**src/hdl/tpc_ram.sv**
```systemverilog
`timescale 1ns / 1ps

module tpc_ram #(
  parameter int WIDTH = 8,
  parameter int DEPTH = 16,
  localparam int AddrW = (DEPTH > 1) ? $clog2(DEPTH) : 1
) (
  input  logic             clk,
  input  logic             wr_en,
  input  logic [AddrW-1:0] wr_addr,
  input  logic [WIDTH-1:0] wr_data,
  input  logic             rd_en,
  input  logic [AddrW-1:0] rd_addr,
  output logic [WIDTH-1:0] rd_data
);

  logic [WIDTH-1:0] mem [DEPTH];

  always_ff @(posedge clk) begin
    if (wr_en) begin
      mem[wr_addr] <= wr_data;
    end
    if (rd_en) begin
      rd_data <= mem[rd_addr];
    end
  end

endmodule
```
**config.mk**
```make
export PLATFORM = sky130hd
export DESIGN_NAME = tpc_ram
export DESIGN_NICKNAME = d
export VERILOG_FILES = /design/src/hdl/tpc_ram.sv
export SDC_FILE = /design/constraint.sdc
export NUM_CORES = 1
export LEC_CHECK = 0
export BUFFER_PORTS_ARGS = -buffer_cell sky130_fd_sc_hd__buf_2
export CORE_UTILIZATION = 50
export CTS_BUF_LIST = sky130_fd_sc_hd__clkbuf_8
export DETAILED_ROUTE_END_ITERATION = 6
export MAX_ROUTING_LAYER = met4
export PLACE_DENSITY = 0.78
export SETUP_SLACK_MARGIN = 0.4
export SLEW_MARGIN = 20
export SYNTH_ARGS = -nofsm -noshare
export SYNTH_HDL_FRONTEND = slang
export SYNTH_SLANG_ARGS = --single-unit
```
**constraint.sdc**
```tcl
create_clock -name clk -period 3.55 [get_ports clk]
set_input_delay 0.355 -clock clk [delete_from_list [all_inputs] [get_ports clk]]
set_output_delay 0.355 -clock clk [all_outputs]
set_load 0.05 [all_outputs]
```
==> After elaboration in Yosys (flattened, before gate mapping) <==
Memory sizes are Yosys's and may differ from the RTL's. A register that Yosys moved wholly into a read port is not among the register bits.
Index checks and enable logic that the tools add are counted.
{ "classes": {"n_mux": 2} }
{ "op_table": {"columns": ["operator", "n"], "rows": [
  ["two-way mux 1 bit", 2]
]} }
{ "totals": {"output_inout_bits": 8, "ff_bits": 0, "mem_bits_rw": 128, "inputBits": 19, "n_memories": 1, "wordCells": 3} }
{ "memory_table": {"columns": ["name", "words", "word_bits", "read_ports", "rd_ports_with_merged_regs", "wr", "line", "text"], "rows": [
  ["mem", 16, 8, 1, 1, 1, "17", "logic [WIDTH-1:0] mem [DEPTH];"]
]} }

==> Longest topological paths before layout <==
Gate-level depths: netlist of run 1.
{ "logic_depth": {"word_depth": 2, "ltp_mapped": 5, "ltp_nobuf": 3} }

==> Worst setup path after synthesis of run 1 <==
OpenSTA, ideal clock, no wires.
{ "synth_path": {"path_type": "input to register", "from": "input wr_addr[2]", "to": "memory mem[0][0] (enable)", "n_path_buf": 0, "cell_stages": 2, "required_ns": 3.167, "path_slack_ns": 1.702, "arrival_ns": 1.465, "path_cell_list": "or3b_2 nor3_1"} }
{ "synth_rtl": {"columns": ["item", "line", "text"], "rows": [
  ["start, declared", "10", "input logic [AddrW-1:0] wr_addr,"],
  ["end, declared", "17", null]
]} }
No word-level cell before the write port.

==> results of run 1 <==
## through the flow
stage          worst slack [ns]  area, um2
2_1_floorplan              1.70       5230
5_1_grt                    1.56       5950
4_1_cts                    1.65       5950
3_3_place_gp               1.21       5480
6_report                   1.68       5950
3_5_place_dp               1.18       5480
## flip-flops by register name, indices dropped and copies added (netlist names)
signal / count
rd_data: 8
mem: 128
## power by group through the flow
stage                     logic (uW)  registers, uW  clock network, uW
after detailed placement         181           1850                  0
final                            181           1820               1460
after global routing             194           1820               1550
after floorplan                 91.3           1880                  0
after CTS                        182           1820               1470
after global placement           176           1850                  0
## metal layers
layer,GRT usage (%),vias to the layer above
li1,-,1061
met1,23.5,1246
met2,30.2,123
met3,6.20,19
met4,8.78,0
met5,-,-
## worst max-delay path: cells and delay by family
family | cells | cell delay (ns)
muxes | 1 | 0.58
AOI/OAI and AO/OA | 1 | 0.29
buffers and inverters | 2 | 0.74
and+or+nand+nor | 1 | 0.07
## synthesized netlist by cell type
| cell type | count | area share [%] |
|---|---|---|
| buf_2 | 3 | 0.29 |
| buf_4 | 1 | 0.14 |
| nand2b_1 | 2 | 0.24 |
| edfxtp_1 | 136 | 78 |
| or3b_2 | 1 | 0.17 |
| mux4_2 | 18 | 7.8 |
| mux4_1 | 14 | 7.0 |
| a22oi_1 | 16 | 2.3 |
| nand3_1 | 1 | 0.096 |
| nor2b_1 | 1 | 0.12 |
| nand2_1 | 9 | 0.65 |
| and2_1 | 1 | 0.12 |
| nor2_1 | 13 | 0.93 |
| nor3_1 | 4 | 0.38 |
| buf_6 | 3 | 0.65 |
| and2b_1 | 1 | 0.14 |
| clkdlybuf4s25_2 | 3 | 0.57 |
| nand3b_1 | 2 | 0.29 |
## path summary, 6_finish.rpt
check          endpoint  depth (start not counted)
max          rd_data[4]                          5
min          rd_data[5]                          1
max reg2reg  rd_data[6]                          3
min reg2reg  rd_data[2]                          3
## logic make-up (layout without fill, tap and decap cells)
family	count (synthesis)	in the layout	share of synthesized area, %
flops	136	136	78.1
buf+inv	10	63	1.65
mux	32	32	14.8
compound gates	16	16	2.30
simple gates	35	35	3.14
## final cells by class
class	count	area [um2]
repair buffers	32	175
well taps	133	166
clock inverters	14	229
multi-input cells	83	1060
flip-flops and latches	136	4080
clock buffers	17	234
fillers	678	4010
==> flow_summary.yaml, run 1 <==
setup_path:
  arrival_ns: 2.05
  cp_data_required_time_ns: 3.73
  crit_path_end_kind: "flop"
  criticalPathCategory: "input port to flop"
  rrSetupSlack_ns: 2.04
  critPathMaxStageDelay_ns: 0.58
  r2r-start: "mem[3][6]"
  slowest_stage: "mux4_1"
  cp_cell_sequence: "buf_2 > buf_4 > mux4_1 > a22oi_1 > nand2_1"
  crit_fanout: 18
  crit_path_start_kind: "input port"
  startpoint: "rd_addr[0]"
cells_and_area:
  final_core_util_pct: 59.7
  drive_gt1_share_pct: 28.0
  layout.cells.non_filler: 415
  area_delta_synth_final_pct: 13.7
  diodes: 0
  fin_nets: 289
  final_common_cell: "edfxtp_1"
  layout.cells.most_common_list: "edfxtp_1, buf_2, mux4_2"
routing:
  top_layer: "met4"
  wirelength_um: 9350
  routed_via_density: 5.90
  dr.pass1.iters: 5
  wl_met1_um: 3720
  wl_per_cell_um: 22.5
  routed-wl-met2_um: 4810
  wl_met3_um: 636
  route.detailed.drc: 0
  ant_nets: 0
  vias: 2449
  drtIter0Drc: 145
global_route:
  grt_max_degree: 33
  overflow: 0
  grt_pass1_wl_um: 14000
  antenna_found_initial: 0
  grtUsageTotal_pct: 19.4
  first_global_vias: 2449
clocking:
  cts_setup_buffers: 0
  insertion_delay_ns: 0.43
  hold_buffers: 0
  clk_path_buf_depth: 2
  tritoncts: "built"
  cts_resized: 0
  clockRootBuffer: "clkbuf_8"
  cts_max_level: 4
  clkTransAtPathRegs_ns: 0.07
  cts-buffers-inserted: 17
  cts_sinks: 136
place:
  hpwl_um: 5720
  place_inst: 384
  routabilityCongestion: 0.721
  numPortBuffers: 26
logic_synthesis:
  synth_cell_type_count: 18
  synth.cell_area_um2: 5230
  ys_seq_area_share_pct: 78.1
  yosys_register_bits: 136
  syn_nets: 248
  syn_inst: 229
  yosys_warnings: 0
  avgSynthCellArea_um2: 22.8
timing:
  timing.final.max_slew_violations: 0
  fmax_ghz: 0.535
  skew_ns: 0.00693
  fin_crit_ns: 1.87
  finalHoldViolCount: 0
  setup_viol: 0
  tns_ns: 0
  grt_setup_unrepaired: "false"
  timing.final.crit_share_pct: 52.7
  fin_hold_ws_ns: 0.289
  slew_headroom_pct: 36.9
  worst_slew_pin_slew_ns: 0.942
power_and_ir_drop:
  p_leak_uw: 0.00196
  p_sw_share_pct: 20.0
  vdd_drop_max_v: 0.000279
  switchingPower_uw: 694
  comb_power_share_pct: 5.2
  seqPwrFrac_pct: 52.5
  p_total_uw: 3460
  clockPowerShare_pct: 42.3
  p_int_uw: 2770
  power.density_nw_per_um2: 582
floorplan:
  start_util_pct: 52.5
  die_x_um: 104
  die_area_um2: 10900
  placement_rows: 36
  io-pin-count: 27
  core_area_um2: 9950
  die_h_um: 104
run:
  cap_violations: 0
worst_hold_path:
  worstHoldStart: "rd_en"
  hold_class: "input port to flop"
run_status:
  status: "completed"
(Power assumes the default switching activity.)
==> run 2, diff against run 1 <==
- clock period: 3.55 -> 2 ns (I/O delays scaled with it)
==> run 2 against run 1 <==
  * Clock power is 30% higher
  * Total power grew 58%
  * Combinational power up 89%
  * Critical path depth down 2
  * Count of clock-buffer cells in the layout unchanged
  * Sequential cell count unchanged
  * Sequential share of layout area is 0.49 points lower
  * Via count up 0.61%
  * Hold slack got worse by 0.16 ns
  * Global-route usage fell by 0.26 points
  * First-iteration DRC count down 21%
  * Final area up 0.72%
  * Largest cell class unchanged
  * Largest power group unchanged
==> flow_summary.yaml, run 2 (same netlist as run 1, synthesis figures left out) <==
place:
  place_inst: 400
  dpl-instance-area_um2: 5650
  hpwl_um: 5960
  numPortBuffers: 26
  routabilityCongestion: 0.731
setup_path:
  crit_path_start_kind: "flop"
  cp_data_required_time_ns: 2.15
  crit_path_end_kind: "flop"
  crit_fanout: 1
  arrival_ns: 1.71
  criticalPathCategory: "flop to flop"
power_and_ir_drop:
  switchingPower_uw: 1270
  p_int_uw: 4190
  p_total_uw: 5470
  vdd_drop_max_v: 0.000389
  power.density_nw_per_um2: 913
  p_sw_share_pct: 23.3
  seqPwrFrac_pct: 59.0
  comb_power_share_pct: 6.3
  clockPowerShare_pct: 34.8
  p_leak_uw: 0.00199
cells_and_area:
  fillers: 675
  drive_gt1_share_pct: 33.4
  top_regs: "mem (128), rd_data (8)"
  area_delta_synth_final_pct: 14.6
  final_common_cell: "edfxtp_1"
  top_register: "mem"
  layout.cells.most_common_list: "edfxtp_1, buf_2, mux4_2, buf_4, clkbuf_8"
  largest_register_ffs: 128
  multi_input_area_um2: 1060
  layout.cells.non_filler: 432
  final_area_um2: 5990
  fin_nets: 305
  regArea_um2: 4080
  diodes: 0
routing:
  dr.pass1.iters: 4
  wl_per_cell_um: 21.0
  drtIter0Drc: 115
  top_layer: "met4"
  route.detailed.drc: 0
  routed-wl-met2_um: 4600
  wirelength_um: 9090
  routed_via_density: 5.70
  ant_nets: 0
  wl_met3_um: 649
  vias: 2464
  wl_met1_um: 3730
timing:
  worst_slew_pin_slew_ns: 0.711
  finalHoldViolCount: 0
  grt_setup_unrepaired: "false"
  fmax_ghz: 0.642
  fin_crit_ns: 1.56
  timing.final.crit_share_pct: 77.8
  setup_viol: 0
  timing.final.max_slew_violations: 0
  slew_headroom_pct: 52.5
  skew_ns: 0.0103
  tns_ns: 0
clocking:
  clkTransAtPathRegs_ns: 0.08
  clk_path_buf_depth: 2
  insertion_delay_ns: 0.43
  cts-buffers-inserted: 17
  clockRootBuffer: "clkbuf_8"
  cts_max_level: 4
  tritoncts: "built"
  cts_sinks: 136
floorplan:
  core_area_um2: 9950
  die_area_um2: 10900
  die_h_um: 104
  start_util_pct: 52.5
  placement_rows: 36
  die_x_um: 104
  io-pin-count: 27
worst_hold_path:
  hold_class: "input port to flop"
global_route:
  antenna_found_initial: 0
  grt_max_degree: 18
  overflow: 0
  first_global_vias: 2564
  grt_pass1_wl_um: 14300
  grtUsageTotal_pct: 19.2
run_status:
  status: "completed"
run:
  cap_violations: 0
-- run 2: changes by cell type in the layout (fill, tap and decap cells not counted), moves of 2 or more --
cell and delta:
buf_4 +13, clkinv_1 -3, bufinv_16 -6, inv_1 +2, buf_12 +3, inv_6 +2
clkinvlp_4 +6
-- run 2: power groups by stage --
stage,sequential [uW],clock [uW],combinational (uW)
2_1_floorplan,3330,0,162
6_report,3220,1900,342
4_1_cts,3220,1930,346
5_1_grt,3230,2040,370
3_5_place_dp,3290,0,343
3_3_place_gp,3280,0,335
-- run 2: worst paths after layout --
path	start	to	slack, ns	cells after the start
min reg2reg	mem[11][1]	rd_data[1]	0.76	3
min	rd_en	rd_data[1]	0.13	1
max	mem[0][5]	rd_data[5]	0.44	3
max reg2reg	mem[0][5]	rd_data[5]	0.44	3
-- run 2: layout make-up --
class	instances	area share, %
Tap cell	133	2.78
Multi-Input combinational cell	83	17.8
Clock inverter	15	1.80
Clock buffer	17	3.91
Timing Repair Buffer	48	5.56
Sequential cell	136	68.2
-- run 2: metal layers --
layer / track usage, % / vias to the layer above
met5: - / -
met4: 6.94 / 0
met3: 4.39 / 14
met2: 29.8 / 92
met1: 25.1 / 1264
li1: - / 1094
-- run 2: stage by stage --
stage / util (%) / worst slack, ns / hold slack, ns
4_1_cts: 60.2 / 0.421 / 0.117
3_5_place_dp: 56.7 / 0.152 / 0.577
3_3_place_gp: 56.7 / 0.139 / 0.570
2_1_floorplan: - / 0.518 / 0.299
5_1_grt: 60.2 / 0.428 / 0.123
6_report: 60.2 / 0.443 / 0.131
-- run 2: critical path: stages, from the launching register on --
cell and delay, ns:
edfxtp_1 0.40, mux4_2 0.50, a22oi_2 0.23, nand2_1 0.15
-- run 2: what timing repair did --
item | 4_1_cts | 5_1_grt
resized for setup | 1 | 1
hold buffers | 0 | 0
setup buffers | 0 | 0
hold endpoints to repair | 0 | 0
pin swaps | 1 | 0
setup endpoints to repair | 1 | 1
==> run 3, diff against run 2 <==
- ABC_AREA: not set -> 1
- PLACE_DENSITY: 0.78 -> 0.81
- clock period: 2 -> 1.4 ns (I/O delays scaled with it)
==> run 3 against run 2 <==
  * Utilization increased by 0.14 points
  * Total power increased by 58%
  * Area after synthesis increased by 12%
  * Non-clock buffer count decreased by 3
  * Sequential cell count unchanged
  * Critical path depth decreased by 2
  * Count of clock-buffer cells in the layout unchanged
  * Global-route usage increased by 5.1 points
  * Final area increased by 15%
  * Die area increased by 12%
  * Critical endpoint is now rd_data[3]
  * Largest cell class unchanged
  * Highest routed layer unchanged
==> flow_summary.yaml, run 3 <==
place:
  hpwl_um: 8040
  numPortBuffers: 26
  post-place-ws_ns: -0.0292
  routabilityCongestion: 0.898
logic_synthesis:
  syn_inst: 551
  yosys_warnings: 0
  synth_top_family_by_area: "simple AND/OR/NAND/NOR gates"
  synth-xor-area-share_pct: 0
  synth.cell_area_um2: 5850
  synth_edf_count: 136
  muxShareOfSynthArea_pct: 0
  synth-main-ff-cell: "edfxtp_1"
  synth_common_cells: "nand2_1, edfxtp_1, inv_1"
  synth.area.top_cells: "edfxtp_1, nand2_1, nand3_1, inv_1, buf_6"
  syn_nets: 570
  synth_most_common_cell: "nand2_1"
  yosys_register_bits: 136
  yosysTopAreaCell: "edfxtp_1"
  ys_seq_area_share_pct: 69.8
  synthSimpleGateAreaFrac_pct: 20.8
  synth_cell_type_count: 11
  synth-adder-area-share_pct: 0
  synth_top_area_share_pct: 69.8
  avgSynthCellArea_um2: 10.6
  synth_compound_area_share_pct: 0
  async_reset_ff_share_pct: 0
global_route:
  first_global_vias: 3813
  overflow: 0
  grt_pass1_wl_um: 20300
  grt_max_degree: 51
  antenna_found_initial: 0
  grtUsageTotal_pct: 24.3
timing:
  setup_viol: 0
  worst_slew_pin_slew_ns: 0.723
  fmax_ghz: 0.834
  timing.final.max_slew_violations: 0
  grt_setup_unrepaired: "true"
  fin_crit_ns: 1.20
  skew_ns: 0.0128
  slew_headroom_pct: 51.7
  fin_ws_ns: 0.201
  timing.final.crit_share_pct: 85.7
  finalHoldViolCount: 0
power_and_ir_drop:
  seqPwrFrac_pct: 53.6
  vdd_drop_max_v: 0.000670
  switchingPower_uw: 2070
  p_leak_uw: 0.00296
  p_int_uw: 6550
  p_total_uw: 8620
  comb_power_share_pct: 8.3
  p_sw_share_pct: 24.0
  clockPowerShare_pct: 38.2
  power.density_nw_per_um2: 1250
clocking:
  insertion_delay_ns: 0.44
  clk_path_buf_depth: 2
  clkTransAtPathRegs_ns: 0.08
  clockRootBuffer: "clkbuf_8"
  cts_sinks: 136
  cts_max_level: 4
  cts-buffers-inserted: 17
  tritoncts: "built"
setup_path:
  critPathMaxStageDelay_ns: 0.44
  startpoint: "rd_data[3]"
  worst-path-stages: 1
  crit_path_end_kind: "output port"
  timing.rr.end: "rd_data[7]"
  slowest_stage: "edfxtp_1"
  critical-path-top-delay-family: "flip-flops"
  cp_data_required_time_ns: 1.26
  endpoint: "rd_data[3]"
  arrival_ns: 1.06
  r2r-start: "mem[5][7]"
  crit_path_start_kind: "flop"
  cp_num_buf_inv: 1
  worstRegToRegCells: 6
  rrSetupSlack_ns: 0.26
  criticalPathCategory: "flop to output port"
  cp_cell_sequence: "buf_6"
  crit_fanout: 1
cells_and_area:
  fillers: 910
  final_core_util_pct: 60.3
  area_delta_synth_final_pct: 17.8
  top_regs: "mem (128), rd_data (8)"
  fin_nets: 610
  drive_gt1_share_pct: 23.2
  layout.cells.most_common_list: "nand2_1, edfxtp_1, inv_1"
  largest_register_ffs: 128
  final_common_cell: "nand2_1"
  top_register: "mem"
  diodes: 0
routing:
  ant_nets: 0
  wl_per_cell_um: 17.7
  vias: 4014
  route.detailed.drc: 0
  wirelength_um: 13200
  routed_via_density: 5.38
  dr.pass1.iters: 7
  drtIter0Drc: 392
floorplan:
  die_area_um2: 12100
  io-pin-count: 27
  die_h_um: 110
  placement_rows: 39
  core_area_um2: 11400
  start_util_pct: 51.2
  die_x_um: 110
run_status:
  status: "completed"
run:
  cap_violations: 0
worst_hold_path:
  hold_class: "input port to flop"
[run 3: changes by cell type in the layout (fill, tap and decap cells not counted), sizes merged, moves of 4 or more]
cell      before  now
nand2          9  173
inv            5  104
nand3          1   97
mux4          32    0
a22oi         16    0
clkinvlp       8    2
clkinv         2    7
nor2          13   17
nor3           4    0
[run 3: per-layer routing]
layer / part of all wire, % / track usage, %
met2: 47 / 35.9
met1: 41 / 33.8
met3: 9.9 / 4.94
met4: 1.9 / 8.18
met5: 0 / -
[run 3: area by class of cell]
cell class / count / area [um2] / share of cell area (%)
timing repair buffer: 45 / 335 / 4.87
clock inverter: 14 / 176 / 2.56
multi-input combinational: 289 / 1490 / 21.7
inverter: 102 / 383 / 5.56
tap: 143 / 179 / 2.60
sequential: 136 / 4080 / 59.3
clock buffer: 17 / 234 / 3.40
[run 3: through the flow]
step | cells | hold WS, ns | cell area [um2] | TNS (ns)
2_1_floorplan | 551 | 0.239 | 5860 | 0
5_1_grt | 746 | 0.0706 | 6890 | 0
6_report | 746 | 0.0814 | 6890 | 0
4_1_cts | 746 | 0.0653 | 6760 | 0
3_5_place_dp | 715 | 0.524 | 6160 | -0.0292
3_3_place_gp | 715 | 0.513 | 6160 | 0
[run 3: worst min-delay path by stage]
stage	startpoint	end	slack (ns)	cells after the start
final	rd_en	rd_data[2]	0.08	1
after global placement	rd_en	rd_data[7]	0.51	1
after global routing	rd_en	rd_data[7]	0.07	1
after detailed placement	rd_en	rd_data[7]	0.52	1
after floorplan	wr_data[0]	mem[0][0]	0.24	0
after CTS	rd_en	rd_data[2]	0.07	1
[run 3: timing repair]
| item | in CTS | in global routing |
|---|---|---|
| resized for setup | 45 | 26 |
| hold buffers | 0 | 0 |
| buffers inserted | 0 | 0 |
| pin swaps | 28 | 29 |
| endpoints found under the setup margin | 16 | 16 |
[run 3: logic make-up (layout without fill, tap and decap cells)]
kind of cell / after synthesis / count (layout)
buf+inv: 126 / 178
flops: 136 / 136
simple gates: 289 / 289
[run 3: power groups by stage]
stage	logic, uW	registers (uW)	clock network, uW
final	712	4620	3290
after global routing	768	4620	3470
after CTS	671	4620	3310
after detailed placement	609	4700	0
after global placement	592	4700	0
after floorplan	325	4760	0
